===== src/design/rrac_pkg.sv =====
// ----------------------------------------------------------------------------
// Rounded rectangle compositor package
// Beat types, register indexes and arithmetic widths shared by the design.
// ----------------------------------------------------------------------------
package rrac_pkg;

  typedef struct packed {
    logic [11:0] pixel_x;
    logic [11:0] pixel_y;
    logic [7:0]  dst_blue;
    logic [7:0]  dst_green;
    logic [7:0]  dst_red;
    logic [7:0]  dst_alpha;
  } in_beat_t;

  typedef struct packed {
    logic [7:0] out_blue;
    logic [7:0] out_green;
    logic [7:0] out_red;
    logic [7:0] out_alpha;
    logic       touched;
  } out_beat_t;

  localparam logic [2:0] REG_RECT_LEFT     = 3'd0;
  localparam logic [2:0] REG_RECT_TOP      = 3'd1;
  localparam logic [2:0] REG_RECT_WIDTH    = 3'd2;
  localparam logic [2:0] REG_RECT_HEIGHT   = 3'd3;
  localparam logic [2:0] REG_FILL_RGBA     = 3'd4;
  localparam logic [2:0] REG_CORNER_RADIUS = 3'd5;
  localparam logic [2:0] REG_CANVAS_WIDTH  = 3'd6;
  localparam logic [2:0] REG_CANVAS_HEIGHT = 3'd7;

  // Square root: radicand is the squared distance with 16 fraction bits.
  localparam int unsigned SQ_ROOT_W = 21;
  localparam int unsigned SQ_VAL_W  = 2 * SQ_ROOT_W;

  // Channel division: quotient bits, dividend and divisor widths.
  localparam int unsigned DV_QUO_W = 9;
  localparam int unsigned DV_DVD_W = 26;
  localparam int unsigned DV_DVS_W = 17;

endpackage


===== src/design/rrac_sqrt.sv =====
// ----------------------------------------------------------------------------
// Pipelined square root
// Restoring integer square root, one result bit per register stage.
// ----------------------------------------------------------------------------
module rrac_sqrt (
  input  logic                           clk_i,
  input  logic                           en_i,
  input  logic [rrac_pkg::SQ_VAL_W-1:0]  val_i,
  output logic [rrac_pkg::SQ_ROOT_W-1:0] root_o
);

  localparam int unsigned N  = rrac_pkg::SQ_ROOT_W;
  localparam int unsigned VW = rrac_pkg::SQ_VAL_W;
  localparam int unsigned RW = N + 3;

  logic [RW-1:0] rem_q  [0:N-1];
  logic [N-1:0]  root_q [0:N-1];
  logic [VW-1:0] v_q    [0:N-2];

  logic [RW-1:0] rem_s   [0:N-1];
  logic [N-1:0]  root_s  [0:N-1];
  logic [VW-1:0] v_s     [0:N-1];
  logic [RW-1:0] r2_c    [0:N-1];
  logic [RW-1:0] trial_c [0:N-1];
  logic [RW-1:0] rem_d   [0:N-1];
  logic [N-1:0]  root_d  [0:N-1];

  assign rem_s[0]  = '0;
  assign root_s[0] = '0;
  assign v_s[0]    = val_i;

  for (genvar k = 1; k < N; k++) begin : g_link
    assign rem_s[k]  = rem_q[k-1];
    assign root_s[k] = root_q[k-1];
    assign v_s[k]    = v_q[k-1];
  end

  always_comb begin
    for (int k = 0; k < N; k++) begin
      r2_c[k]    = {rem_s[k][RW-3:0], v_s[k][VW-1 -: 2]};
      trial_c[k] = RW'({root_s[k], 2'b01});
      if (r2_c[k] >= trial_c[k]) begin
        rem_d[k]  = r2_c[k] - trial_c[k];
        root_d[k] = {root_s[k][N-2:0], 1'b1};
      end else begin
        rem_d[k]  = r2_c[k];
        root_d[k] = {root_s[k][N-2:0], 1'b0};
      end
    end
  end

  always_ff @(posedge clk_i) begin
    if (en_i) begin
      for (int k = 0; k < N; k++) begin
        rem_q[k]  <= rem_d[k];
        root_q[k] <= root_d[k];
      end
      for (int k = 0; k < N - 1; k++) begin
        v_q[k] <= {v_s[k][VW-3:0], 2'b00};
      end
    end
  end

  assign root_o = root_q[N-1];

endmodule


===== config.mk =====
export PLATFORM = sky130hd
export DESIGN_NAME = rrac_sqrt
export DESIGN_NICKNAME = d
export VERILOG_FILES = /design/src/design/rrac_pkg.sv /design/src/design/rrac_sqrt.sv
export SDC_FILE = /design/constraint.sdc
export NUM_CORES = 1
export LEC_CHECK = 0
export ABC_AREA = 1
export BUFFER_PORTS_ARGS = -buffer_cell sky130_fd_sc_hd__buf_2
export CAP_MARGIN = 15
export CORE_ASPECT_RATIO = 0.9
export CORE_MARGIN = 5
export CORE_UTILIZATION = 32
export DETAILED_ROUTE_END_ITERATION = 16
export GPL_TIMING_DRIVEN = 0
export SLEW_MARGIN = 20
export SYNTH_ARGS = -nofsm -noshare
export SYNTH_HDL_FRONTEND = slang
export SYNTH_SLANG_ARGS = --single-unit

===== constraint.sdc =====
create_clock -name clk_i -period 3 [get_ports clk_i]
set_input_delay 0.3 -clock clk_i [delete_from_list [all_inputs] [get_ports clk_i]]
set_output_delay 0.3 -clock clk_i [all_outputs]
set_load 0.01 [all_outputs]

==> impl_metrics.tcl <==
set metrics [dict create \
    status "finished clean" \
    finalNetCount 6792 \
    wl_met3_mm 5.91 \
    wire_per_inst_um 14.9 \
    hold_end "v_q[0][35]" \
    core_um2 178000 \
    layout_cell_share_with_drive_strength_beyond_1_pct 7.60 \
    type_of_element_launching_the_critical_path "flip-flop" \
    synth_cells 6265 \
    hold_viol 0 \
    timing.final.crit_share_pct 85.1 \
    distinct_cell_type_count_after_synthesis 50 \
    max_slew.worst_pin.slew_ns 0.937 \
    layout_common_cells "nand2_1, edfxtp_1, inv_1, nor2_1, nand3_1" \
    max-clock-path-buffers 3 \
    synth_area_per_cell_um2 9.14 \
    detail_route.drc_violations 0 \
    design.die.area_um2 188000 \
    wl_met2_mm 59.0 \
    post_cts_resized 0 \
    synthesized_cell_area_um2 57300 \
    fin_setup_tns_ns 0 \
    synth-seq-area-share_pct 55.7 \
    max-cap-violations 0 \
    reg2reg_from "rem_q[1][77]" \
    power_switching_mw 12.3 \
    rows 147 \
    clock_tree.htree_level_count 3 \
    grt-ovfl-total 0 \
    numCtsBuffers 112 \
    cp.arrival_ns 3.00 \
    antenna_found_initial 3 \
    detail_route.iter0.violations 3115 \
    routed_via_count 40600 \
    detail_route.wirelength_mm 134 \
    io_buffer_count 64 \
    end_kind "flip-flop" \
    utilization_pct 36.5 \
    synth_async_sr_flop_share_pct 0 \
    setup_violations 0 \
    multi_input_area_um2 20900 \
    holdPathStages 2 \
    syn-num-nets 6562 \
    filler_cell_count 17900 \
    synthToLayoutAreaGrowth_pct 13.6 \
    hold_path_startpoint "val_i[35]" \
    ir_worst_vdd_mv 0.493 \
    reg2reg_setup_slack_ns 0.45 \
    synth_edf_count 1063 \
    hold_class "in -> reg" \
    register_area_um2 31900 \
    tritoncts "done" \
    total_leakage_power_nw 28.4 \
    routed_via_density 4.52 \
    globalRouteTotalUtil_pct 13.9 \
    grt_start_max_net_pins 146 \
    highest-signal-layer "met5" \
    worst_setup_hold_path_clk_slew_ns 0.07 \
    die_h_um 411 \
    total_power_per_unit_cell_area_nw_per_um2 639 \
    floorplan.initialDensity_pct 32.1 \
    p_int_mw 29.3 \
    gp_congestion 0.901 \
    rsz0062_at_grt "no" \
    timing.final.crit_period_ns 2.55 \
    worstSetupPathType "reg -> reg" \
    max_freq_mhz 392 \
    cts-root-buf "clkbuf_16" \
    tritoncts_sinks 1063 \
    fp.dieW_um 456 \
    first_global_vias 38600 \
    power.share.clock_pct 34.2 \
    relative_slew_margins_pct 37.1 \
    worstRegToRegCells 9 \
    most_common_cell_after_layout_fill_and_taps_aside "nand2_1" \
    final-max-slew-violation-count 0 \
    detailedRoute.firstPassIterationCount 5 \
    power_switching_share_pct 29.6 \
    sequentialPowerShare_pct 46.4 \
    detail-route-antenna-nets 0 \
    cp_data_required_time_ns 3.45 \
    met1_length_mm 66.0 \
    postSynthRegisterBits 1063 \
    reg_to_reg_end "rem_q[2][8]" \
    worstSkewPairLatency_ns 0.78 \
    ios 65 \
    combinationalPowerShare_pct 19.4 \
    timing.critical_path.fanout_max 10 \
    detailedPlacementHpwl_mm 102 \
    yosysWarningCount 0 \
    first_pass_grt_wire_length_mm 210 \
    ys.flop_type "edfxtp_1" \
    finClkSkew_ns 0.0853 \
]
layer usage:
metal  up-vias  global-route usage (%)
li1      20900                       -
met1     18800                    20.0
met2       766                    22.1
met3       175                    2.11
met4         2                    3.41
met5         -                       0
Yosys cell counts, drive strengths merged (55+ instances only):
| master | instances | area, um2 |
|---|---|---|
| nand4 | 104 | 699 |
| nand3 | 358 | 1890 |
| nand3b | 62 | 465 |
| edfxtp | 1063 | 31900 |
| xor2 | 111 | 972 |
| o21ai | 184 | 1110 |
| a21oi | 253 | 1420 |
| inv | 1050 | 3960 |
| ha | 253 | 3170 |
| nor2 | 585 | 2340 |
| xnor2 | 55 | 482 |
| nand2 | 2012 | 7620 |
layout make-up:
class | count | area share (%)
Sequential cell | 1063 | 49.0
Antenna cell | 1 | 0.00384
Buffer | 50 | 0.730
Clock buffer | 134 | 4.43
Inverter | 1051 | 6.08
Multi-Input combinational cell | 4101 | 32.2
Clock inverter | 74 | 1.45
Timing Repair Buffer | 116 | 1.53
Tap cell | 2384 | 4.58
registers in the layout, indices dropped and copies added (netlist names):
register	count
rem_q	412
root_q	231
v_q	420
timing repair:
item                      CTS  global route
hold endpoints to repair  110             0
setup buffers               0             0
hold buffers               44             0
stage by stage:
step	worst slack [ns]	instance area, um2	total power [mW]	hold WS (ns)	instances
2_1_floorplan	1.05	57300	24.9	0.399	6265
4_1_cts	0.460	65100	42.1	0.136	8973
5_1_grt	0.329	65100	44.0	0.166	8974
3_3_place_gp	-15.01	60600	27.9	0.400	8713
6_report	0.447	65100	41.6	0.227	8974
3_5_place_dp	0.498	60800	27.6	0.405	8721
power by group through the flow:
stage | combinational, mW | clock (mW) | sequential (mW)
after floorplan | 5.78 | 0 | 19.1
after global placement | 7.86 | 0 | 20.1
after detailed placement | 7.96 | 0 | 19.6
after CTS | 8.05 | 14.8 | 19.3
after global routing | 9.17 | 15.4 | 19.4
final | 8.06 | 14.2 | 19.3
critical path, cell delays in order, from the launching register on:
cell,delay [ns]
edfxtp_1,0.42
ha_1,0.38
nand2_1,0.14
nor3_1,0.49
nand3_1,0.21
nand3_4,0.22
inv_4,0.06
buf_6,0.14
nand2_1,0.08
o21ai_2,0.06
logic make-up (layout without fill, tap and decap cells):
family                   count (synthesis)  count (layout)  share of synthesized area (%)
AND/OR/NAND/NOR                       3219            3219                           23.7
buffers and inverters                 1101            1425                           7.74
flip-flops                            1063            1063                           55.7
AO/OA/AOI/OAI                          462             462                           4.75
adder cells (fa/ha/maj)                253             253                           5.53
XOR/XNOR                               166             166                           2.54
other                                    1               2                        0.00655
how the worst max path moves through the flow:
stage	start	endpoint	slack, ns	cells after the start
after global routing	rem_q[4][5]	rem_q[4][42]	0.33	10
after floorplan	rem_q[1][1]	rem_q[1][25]	1.05	10
after detailed placement	rem_q[4][4]	rem_q[4][42]	0.50	10
final	rem_q[1][77]	rem_q[2][8]	0.45	9
after CTS	rem_q[3][0]	rem_q[3][41]	0.46	10
after global placement	en_i	root_q[2][15]	-15.01	1
No activity file was read; power rests on OpenSTA's default activity.
