[config.mk]
export PLATFORM = sky130hd
export DESIGN_NAME = rrac_div
export DESIGN_NICKNAME = d
export VERILOG_FILES = /design/src/design/rrac_pkg.sv /design/src/design/rrac_div.sv
export SDC_FILE = /design/constraint.sdc
export NUM_CORES = 1
export LEC_CHECK = 0
export BUFFER_PORTS_ARGS = -buffer_cell sky130_fd_sc_hd__buf_2
export CORE_ASPECT_RATIO = 1.75
export CORE_UTILIZATION = 44
export CTS_CLUSTER_SIZE = 12
export DETAILED_ROUTE_END_ITERATION = 10
export PLACE_DENSITY = 0.7
export SETUP_SLACK_MARGIN = 0.15
export SYNTH_ARGS = -nofsm -noshare
export SYNTH_HDL_FRONTEND = slang
export SYNTH_SLANG_ARGS = --single-unit
[constraint.sdc]
create_clock -name clk_i -period 5.4 [get_ports clk_i]
set_input_delay 1.08 -clock clk_i [delete_from_list [all_inputs] [get_ports clk_i]]
set_output_delay 1.08 -clock clk_i [all_outputs]
set_load 0.02 [all_outputs]
[src/design/rrac_pkg.sv]
// ----------------------------------------------------------------------------
// Rounded rectangle compositor package
// Beat types, register indexes and arithmetic widths shared by the design.
// ----------------------------------------------------------------------------
package rrac_pkg;

  typedef struct packed {
    logic [11:0] pixel_x;
    logic [11:0] pixel_y;
    logic [7:0]  dst_blue;
    logic [7:0]  dst_green;
    logic [7:0]  dst_red;
    logic [7:0]  dst_alpha;
  } in_beat_t;

  typedef struct packed {
    logic [7:0] out_blue;
    logic [7:0] out_green;
    logic [7:0] out_red;
    logic [7:0] out_alpha;
    logic       touched;
  } out_beat_t;

  localparam logic [2:0] REG_RECT_LEFT     = 3'd0;
  localparam logic [2:0] REG_RECT_TOP      = 3'd1;
  localparam logic [2:0] REG_RECT_WIDTH    = 3'd2;
  localparam logic [2:0] REG_RECT_HEIGHT   = 3'd3;
  localparam logic [2:0] REG_FILL_RGBA     = 3'd4;
  localparam logic [2:0] REG_CORNER_RADIUS = 3'd5;
  localparam logic [2:0] REG_CANVAS_WIDTH  = 3'd6;
  localparam logic [2:0] REG_CANVAS_HEIGHT = 3'd7;

  // Square root: radicand is the squared distance with 16 fraction bits.
  localparam int unsigned SQ_ROOT_W = 21;
  localparam int unsigned SQ_VAL_W  = 2 * SQ_ROOT_W;

  // Channel division: quotient bits, dividend and divisor widths.
  localparam int unsigned DV_QUO_W = 9;
  localparam int unsigned DV_DVD_W = 26;
  localparam int unsigned DV_DVS_W = 17;

endpackage

[src/design/rrac_div.sv]
// ----------------------------------------------------------------------------
// Pipelined divider
// Restoring division, one quotient bit per register stage.
// ----------------------------------------------------------------------------
module rrac_div (
  input  logic                          clk_i,
  input  logic                          en_i,
  input  logic [rrac_pkg::DV_DVD_W-1:0] dvd_i,
  input  logic [rrac_pkg::DV_DVS_W-1:0] dvs_i,
  output logic [rrac_pkg::DV_QUO_W-1:0] quo_o
);

  localparam int unsigned N  = rrac_pkg::DV_QUO_W;
  localparam int unsigned DW = rrac_pkg::DV_DVD_W;
  localparam int unsigned SW = rrac_pkg::DV_DVS_W;
  localparam int unsigned CW = SW + N;

  logic [DW-1:0] rem_q [0:N-1];
  logic [N-1:0]  quo_q [0:N-1];
  logic [SW-1:0] dvs_q [0:N-2];

  logic [DW-1:0] rem_s [0:N-1];
  logic [N-1:0]  quo_s [0:N-1];
  logic [SW-1:0] dvs_s [0:N-1];
  logic [CW-1:0] sub_c [0:N-1];
  logic [DW-1:0] rem_d [0:N-1];
  logic [N-1:0]  quo_d [0:N-1];

  assign rem_s[0] = dvd_i;
  assign quo_s[0] = '0;
  assign dvs_s[0] = dvs_i;

  for (genvar k = 1; k < N; k++) begin : g_link
    assign rem_s[k] = rem_q[k-1];
    assign quo_s[k] = quo_q[k-1];
    assign dvs_s[k] = dvs_q[k-1];
  end

  // The remainder stays below the divisor shifted one place further, so the
  // quotient never needs more than N bits.
  always_comb begin
    for (int k = 0; k < N; k++) begin
      sub_c[k] = CW'(dvs_s[k]) << (N - 1 - k);
      if (CW'(rem_s[k]) >= sub_c[k]) begin
        rem_d[k] = rem_s[k] - DW'(sub_c[k]);
        quo_d[k] = {quo_s[k][N-2:0], 1'b1};
      end else begin
        rem_d[k] = rem_s[k];
        quo_d[k] = {quo_s[k][N-2:0], 1'b0};
      end
    end
  end

  always_ff @(posedge clk_i) begin
    if (en_i) begin
      for (int k = 0; k < N; k++) begin
        rem_q[k] <= rem_d[k];
        quo_q[k] <= quo_d[k];
      end
      for (int k = 0; k < N - 1; k++) begin
        dvs_q[k] <= dvs_s[k];
      end
    end
  end

  assign quo_o = quo_q[N-1];

endmodule

==> impl_summary.log, run 1 <==
[metrics] crit-path max FO: 20
[metrics] total setup violations reported at the end of the flow: 0
[metrics] switching fraction of total power: 0.336
[metrics] number of cells produced by synthesis: 1856
[metrics] min Tclk post-route: just over 4 ns
[metrics] combinational fraction of design power: 0.373
[metrics] flop and latch count out of synthesis: 389
[metrics] Placement Setup Slack: ~1.2 ns
[metrics] CTS root buf: clkbuf_16
[metrics] FFs w/ async S/R, synth: 0
[metrics] proportion of layout cells with a drive suffix above 1: 0.0868
[metrics] post-synthesis share of cell area spent on full adders, half adders and majority gates: 0.0969
[metrics] Core Footprint: 0.0479 mm²
[metrics] Area growth, synth to finish: 10.2%
[metrics] number of optimization iterations in the first detailed-route pass: 7
[metrics] gr usage total: 0.177
[metrics] Critical Path Most Common Cell: inv_1
[metrics] Chip Width: approximately 170 µm
[metrics] maximum vdd ir drop: 0.000217 V
[metrics] Pleak: around 9.2 nW
[metrics] CTS sink cnt: 389
[metrics] clock network fraction of total power: 0.215
[metrics] Relative slew margins: 0.328
[metrics] Die Y: just under 300 µm
[metrics] complex-gate fraction of the synthesized area: 0.139
[metrics] overall routed net length: around 43000 µm
[metrics] slowest cell delay on critical path: between 0.6 and 0.7 ns
[metrics] DRC violation count after routing: 0
[metrics] XOR/XNOR Fraction of Synth Area: 0.0557
[metrics] buffers from clock root to sink, at most: 3
[metrics] initial antenna violation count: 0
[metrics] clock tree from TritonCTS: built
[metrics] average via count per standard cell: approximately 5.4
[metrics] Critical path buffers and inverters: 4
[metrics] sequential fraction of the synthesis area: 0.546
[metrics] number of vias after detailed routing: between 10000 and 15000
[metrics] post-detailed-placement half-perimeter wirelength: approximately 33000 µm
[metrics] Clock H-tree levels: 2
[metrics] first-pass GRT wire length: ~70000 µm
[metrics] Cell Count, Final, Fillers Out: around 2600
[metrics] total of cells resized after clock tree synthesis: 0
[metrics] Crit path arrival time: 4.33 ns
[metrics] residual overflow from global routing: 0
[metrics] reported max-cap violation count: 0
[metrics] mean cell area of the mapped netlist: between 10 and 15 µm²
[metrics] Row Count: 106
[metrics] count of nets left with antenna violations after detail routing: 0
[metrics] f_max: ~250 MHz
[metrics] Port-buffer cells: 53
[metrics] Yosys warning count: 0
[metrics] worst skew pair latency: around 0.54 ns
[metrics] setup repair after global routing missed its margin: no
[metrics] vias in the first global route: ~15000
[metrics] post-CTS repair timing setup buffer count: 0
[metrics] Simple-Gate Fraction of Synth Area: 0.102
[metrics] main combinational cell family by area after synthesis: compound AO/OA/AOI/OAI gates
[metrics] diode insertion count for antenna repair: 0
[metrics] total number of nets in the final design: about 2100
[metrics] met3 routed WL: between 1000 and 1500 µm
[metrics] combined area of all synthesized cells: between 0.02 and 0.025 mm²
[metrics] power density over the cells: 478 mW/mm²
[metrics] number of primary I/O pins: between 50 and 60
[metrics] top routing layer in use: met4
[metrics] Req. time, crit path: 5.67 ns
[metrics] Worst Hold Class: flop to flop
[metrics] Final GP Congestion: around 0.94
[metrics] top flip-flop cell by instance count after synthesis: edfxtp_1
[metrics] largest net degree at the start of global routing: between 100 and 150
[metrics] number of flops mapped to enable cells by yosys: 389
[metrics] Cell Count Post-Placement: between 2000 and 3000
[metrics] Distinct cells, synth: 70
[metrics] mux share of post-synthesis cell area: 0.0209
[metrics] sequence of cells on the critical path: inv_1 -> ha_1 -> inv_1 -> fa_1 -> a211oi_1 -> o21ai_0 -> a2111oi_0 -> nor2_1 -> o21ai_1 -> buf_4 -> inv_1 -> and4b_1 -> o31ai_1 -> xnor2_1
[metrics] result of the run: finished clean
[metrics] commonest cells after routing, fill and taps aside: edfxtp_1 (389), inv_1 (190), ha_1 (153)
[metrics] smallest hold slack: roughly 0.41 ns
[metrics] Hold Fails Final Rpt: 0
[metrics] Startpoint Class: flop
[metrics] most common cell after layout, fill and taps aside: edfxtp_1
[metrics] routed wl met2: approximately 26000 µm
[metrics] number of design-rule violations left by the first detailed-router iteration: between 700 and 800
[metrics] effective utilization at floorplan: 0.447
[metrics] clock transition time at the flip-flop clock pins of the worst setup and hold paths: roughly 0.060 ns
[metrics] part of the cycle the worst path needs: 0.752
[metrics] internal power contribution: around 7.5 mW
[metrics] final sum of negative setup slack: 0 ns
[metrics] switching pwr: between 3 and 4 mW
[metrics] critical path's slowest cell: a2111oi_0
[metrics] skew final: roughly 0.016 ns
[metrics] kind of cell with the highest combined delay on the critical path: compound AO/OA/AOI/OAI gates
[metrics] min setup slack post-route: approximately 1.3 ns
[metrics] length of routed wiring on met1: between 10000 and 15000 µm
[metrics] endpoint type of the worst setup path: flop
[metrics] number of buffers added to fix hold violations after cts: 0
[metrics] number of nets in the synthesized netlist: about 2100
[metrics] Crit Path Class: flop to flop
[metrics] WL per Instance: between 15 and 20 µm
[metrics] slew at the pin with the worst max-slew slack: 1.00 ns
[metrics] Die Footprint: 0.0496 mm²
[metrics] Sequential Power Share: 0.412
[metrics] fin. max-slew vios: 0
[metrics] clock buffers created by TritonCTS: 39
-- Yosys cell counts (5+ instances only) --
library cell / n / area [µm²]
o31a_1: 7 / 61.3
nor2_1: 117 / 439
nor3_1: 31 / 155
nor2b_1: 21 / 131
or2_2: 5 / 31.3
nand3b_1: 5 / 37.5
nor4b_1: 6 / 52.6
mux2i_1: 6 / 60.1
mux2_2: 33 / 372
a211o_1: 7 / 61.3
buf_2: 9 / 45.0
xor2_1: 65 / 569
a21oi_1: 117 / 586
nand2b_1: 22 / 138
o21ai_1: 17 / 85.1
nand2_1: 126 / 473
o21bai_1: 15 / 113
nand4b_1: 7 / 61.3
o2111ai_1: 6 / 52.6
clkbuf_1: 20 / 75.1
inv_1: 190 / 713
o21a_1: 25 / 188
a2111oi_0: 9 / 78.8
o211ai_1: 11 / 82.6
and2_1: 7 / 43.8
nor4_1: 15 / 93.8
nand4_1: 19 / 119
a211oi_1: 18 / 135
or3_1: 14 / 87.6
a31oi_1: 18 / 113
ha_1: 153 / 1910
edfxtp_1: 389 / 11700
a21o_1: 45 / 338
xnor2_1: 71 / 622
and3_1: 7 / 43.8
a21boi_0: 5 / 37.5
nand3_1: 25 / 125
o31ai_1: 18 / 135
fa_1: 8 / 160
o21ai_0: 112 / 561
-- worst register-to-register path, stage by stage (launching register included) --
cell       delay, ns
edfxtp_1        0.38
inv_1           0.07
ha_1            0.17
inv_1           0.06
fa_1            0.43
a211oi_1        0.39
o21ai_0         0.18
a2111oi_0       0.66
nor2_1          0.17
o21ai_1         0.17
buf_4           0.22
inv_1           0.35
and4b_1         0.35
o31ai_1         0.11
xnor2_1         0.11
-- metrics by stage --
| step | instance area (µm²) | util | power, mW |
|---|---|---|---|
| 2_1_floorplan | 21400 | - | 7.79 |
| 5_1_grt | 23600 | 0.493 | 12.0 |
| 4_1_cts | 23600 | 0.493 | 11.3 |
| 6_report | 23600 | 0.493 | 11.3 |
| 3_3_place_gp | 22500 | 0.470 | 8.74 |
| 3_5_place_dp | 22500 | 0.470 | 8.86 |
-- area by class of cell --
type	count	area, µm²
fill	4198	24300
sequential	389	11700
multi-input combinational	1245	8870
clock buffer	46	1020
tap	648	811
inverter	190	713
timing repair buffer	71	423
clock inverter	7	71.3
-- sequential cells by signal, indices dropped and copies added (netlist names) --
| signal | flops |
|---|---|
| dvs_q | 136 |
| rem_q | 208 |
| quo_q | 45 |
-- per-layer routing --
layer	vias up	global-route usage
li1	6997	-
met1	6625	0.147
met2	270	0.382
met3	126	0.0222
met4	0	0.0916
met5	-	0
-- final timing paths --
path / startpoint / end / slack [ns] / depth (start not counted)
min: quo_q[0][69] / quo_q[0][79] / 0.41 / 0
max: rem_q[0][82] / rem_q[0][128] / 1.34 / 14
max reg2reg: rem_q[0][82] / rem_q[0][128] / 1.34 / 14
min reg2reg: quo_q[0][69] / quo_q[0][79] / 0.41 / 0
-- power by group through the flow --
stage	Clock, mW	Combinational, mW	Sequential, mW
floorplan	0	3.22	4.57
global placement	0	4.06	4.68
detailed placement	0	4.17	4.69
CTS	2.49	4.19	4.63
global route	2.60	4.69	4.71
finish	2.42	4.21	4.64
-- cell families (layout without fill, tap and decap cells) --
logic type / count (synthesis) / in the layout
AND/OR/NAND/NOR: 444 / 444
AO/OA/AOI/OAI: 464 / 464
multiplexers: 40 / 40
adder cells (fa/ha/maj): 161 / 161
flip-flops: 389 / 389
buffers and inverters: 222 / 314
XOR/XNOR: 136 / 136
Power figures use the tool's default switching activity.
==> inputs of run 2 (changes only) <==
- PLACE_DENSITY: 0.7 -> 0.72
- clock period: 5.4 -> 3.63 ns (I/O delays scaled with it)
==> run 2 against run 1 <==
Effect of this change:
- maximum frequency increased by 17%
- sequential cell count unchanged
- global-route usage decreased by 0.19 points
- hold slack got worse by 0.032 ns
- largest power group unchanged
- clock skew about the same
- wire length increased by 0.48%
- final area increased by 2.2%
- non-clock buffer count increased by 32
- combinational power increased by 54%
==> impl_summary.log, run 2 (same netlist as run 1, synthesis figures left out) <==
[metrics] effective utilization at floorplan: 0.447 (unchanged)
[metrics] clock transition time at the flip-flop clock pins of the worst setup and hold paths: 0.06 ns (about the same)
[metrics] Cell Count Post-Placement: 2566 (+0.90%)
[metrics] Pleak: 9.45 nW (+2.6%)
[metrics] setup repair after global routing missed its margin: yes
[metrics] min Tclk post-route: 3.47 ns (-0.590 ns)
[metrics] clock buffers created by TritonCTS: 40 (+2.6%)
[metrics] Relative slew margins: 0.396 (+0.0678)
[metrics] post-layout instance area: 0.0241 mm² (+2.2%)
[metrics] Cell Count, Final, Fillers Out: 2637 (+1.6%)
[metrics] largest net degree at the start of global routing: 103 (-16%)
[metrics] maximum vdd ir drop: 0.000337 V (+56%)
[metrics] Req. time, crit path: 3.92 ns (-1.75 ns)
[metrics] proportion of layout cells with a drive suffix above 1: 0.112 (+0.0249)
[metrics] Area growth, synth to finish: 12.6%
[metrics] count of nets left with antenna violations after detail routing: 0 (unchanged)
[metrics] Row Count: 106 (unchanged)
[metrics] part of the cycle the worst path needs: 0.956 (+0.204)
[metrics] f_max: 288 MHz (+17%)
[metrics] initial antenna violation count: 0 (unchanged)
[metrics] total number of nets in the final design: 2175 (+1.5%)
[metrics] Startpoint Class: flop
[metrics] sequence of cells on the critical path: inv_2 -> ha_4 -> inv_2 -> fa_2 -> a211oi_2 -> o211ai_1 -> a41o_1 -> a21o_1 -> a211o_1 -> a2111oi_4 -> buf_4 -> buf_12 -> mux2_4
[metrics] number of flip-flops under the largest register name: 208 (unchanged)
[metrics] number of vias after detailed routing: 14300 (+2.1%)
[metrics] buffers from clock root to sink, at most: 3 (unchanged)
[metrics] WL per Instance: 16.2 µm (-1.1%)
[metrics] Critical Path Most Common Cell: inv_2
[metrics] fin. max-slew vios: 0 (unchanged)
[metrics] gr usage total: 0.175 (-0.00193)
[metrics] total setup violations reported at the end of the flow: 0 (unchanged)
[metrics] DRC violation count after routing: 0 (unchanged)
[metrics] vias in the first global route: 14900 (+1.7%)
[metrics] slew at the pin with the worst max-slew slack: 0.883 ns (-0.119 ns)
[metrics] crit-path max FO: 6 (-70%)
[metrics] CTS sink cnt: 389 (unchanged)
[metrics] number of design-rule violations left by the first detailed-router iteration: 749 (-2.1%)
[metrics] Chip Width: 169 µm (unchanged)
[metrics] worst skew pair latency: 0.54 ns (about the same)
[metrics] most common cell after layout, fill and taps aside: edfxtp_1
[metrics] Final GP Congestion: 0.937 (-0.17%)
[metrics] placed instance area: 0.0228 mm² (+1.2%)
[metrics] residual overflow from global routing: 0 (unchanged)
[metrics] leading registers by flop count: rem_q: 208 flops, dvs_q: 136 flops, quo_q: 45 flops
[metrics] result of the run: finished clean
[metrics] Port-buffer cells: 53 (unchanged)
[metrics] clock tree from TritonCTS: built
[metrics] Clock H-tree levels: 2 (unchanged)
[metrics] number of buffers added to fix hold violations after cts: 0 (unchanged)
[metrics] post-detailed-placement half-perimeter wirelength: 32600 µm (+0.15%)
[metrics] number of primary I/O pins: 54 (unchanged)
[metrics] number of optimization iterations in the first detailed-route pass: 5 (-2)
[metrics] Worst Hold Class: input pin to flop
[metrics] Crit path arrival time: 3.76 ns (-0.57 ns)
[metrics] CTS root buf: clkbuf_16
[metrics] Core Footprint: 0.0479 mm² (unchanged)
[metrics] slowest cell delay on critical path: 0.39 ns (-0.27 ns)
[metrics] Hold Fails Final Rpt: 0 (unchanged)
[metrics] overall routed net length: 42700 µm (+0.48%)
[metrics] Die Y: 294 µm (unchanged)
[metrics] skew final: 0.0154 ns (-0.000396 ns)
[metrics] endpoint type of the worst setup path: flop
[metrics] reported max-cap violation count: 0 (unchanged)
[metrics] average via count per standard cell: 5.43 (+0.53%)
[metrics] Crit Path Class: flop to flop
[metrics] diode insertion count for antenna repair: 0 (unchanged)
[metrics] power density over the cells: 705 mW/mm² (+48%)
[metrics] critical path's slowest cell: fa_2
[metrics] commonest cells after routing, fill and taps aside: edfxtp_1 (389), inv_1 (188), ha_1 (152)
[metrics] Die Footprint: 0.0496 mm² (unchanged)
[metrics] final sum of negative setup slack: 0 ns (unchanged)
[metrics] first-pass GRT wire length: 69100 µm (-0.67%)
[metrics] largest register by flop count: rem_q
==> run 2: cell count changes in the layout (fill, tap and decap cells not counted), moves of 3 or more <==
cell	before	now
a2111oi_0	9	6
a2111oi_1	0	3
buf_12	1	8
buf_4	17	37
clkbuf_1	6	12
o21ai_1	16	8
o21ai_2	1	11
==> run 2: timing repair <==
item,4_1_cts,5_1_grt
resized for setup,1,31
pin swaps,4,11
setup endpoints to repair,11,48
buffers inserted,4,2
cloned,2,1
==> run 2: worst max-delay path, delay by kind of cell (launching register included) <==
family / cells / cell delay (ns)
fa+ha+maj: 2 / 0.52
flops: 1 / 0.37
buf+inv: 4 / 0.45
compound gates: 6 / 1.59
mux: 1 / 0.30
==> run 2: per-layer routing <==
metal | global-route usage | part of all wire | up-vias
met1 | 0.145 | 0.33 | 6777
met2 | 0.365 | 0.58 | 312
met5 | 0 | 0 | -
met3 | 0.0217 | 0.026 | 152
met4 | 0.121 | 0.063 | 0
li1 | - | - | 7074
==> run 2: power by group <==
group / leakage [nW] / switching (mW) / total (mW) / internal [mW]
clock network: 0.538 / 1.57 / 3.59 / 2.01
registers: 3.76 / 0.557 / 6.91 / 6.35
logic: 5.15 / 3.58 / 6.49 / 2.91
total: 9.45 / 5.71 / 17.0 / 11.3
==> run 2: final timing paths <==
path | start | to | cells past startpoint | slack, ns
hold / removal | dvd_i[6] | rem_q[0][6] | 1 | 0.38
hold reg to reg | quo_q[0][27] | quo_q[0][37] | 0 | 0.41
setup / recovery | rem_q[0][32] | rem_q[0][59] | 13 | 0.16
setup reg to reg | rem_q[0][32] | rem_q[0][59] | 13 | 0.16
==> run 2: layout make-up <==
type	count	area, µm²
clock buffer	52	1050
clock inverter	10	58.8
fill	4127	23800
inverter	190	713
multi-input combinational	1245	8960
sequential	389	11700
tap	648	811
timing repair buffer	103	828
==> run 2: per-stage QoR <==
step	total power [mW]	utilization	hold WS, ns	worst slack, ns
after floorplan	11.6	-	0.400	0.299
after CTS	16.9	0.500	0.353	0.152
after global routing	18.0	0.503	0.360	0.0252
after global placement	13.0	0.475	0.403	0.0937
after detailed placement	13.2	0.475	0.405	0.0653
final	17.0	0.503	0.380	0.158
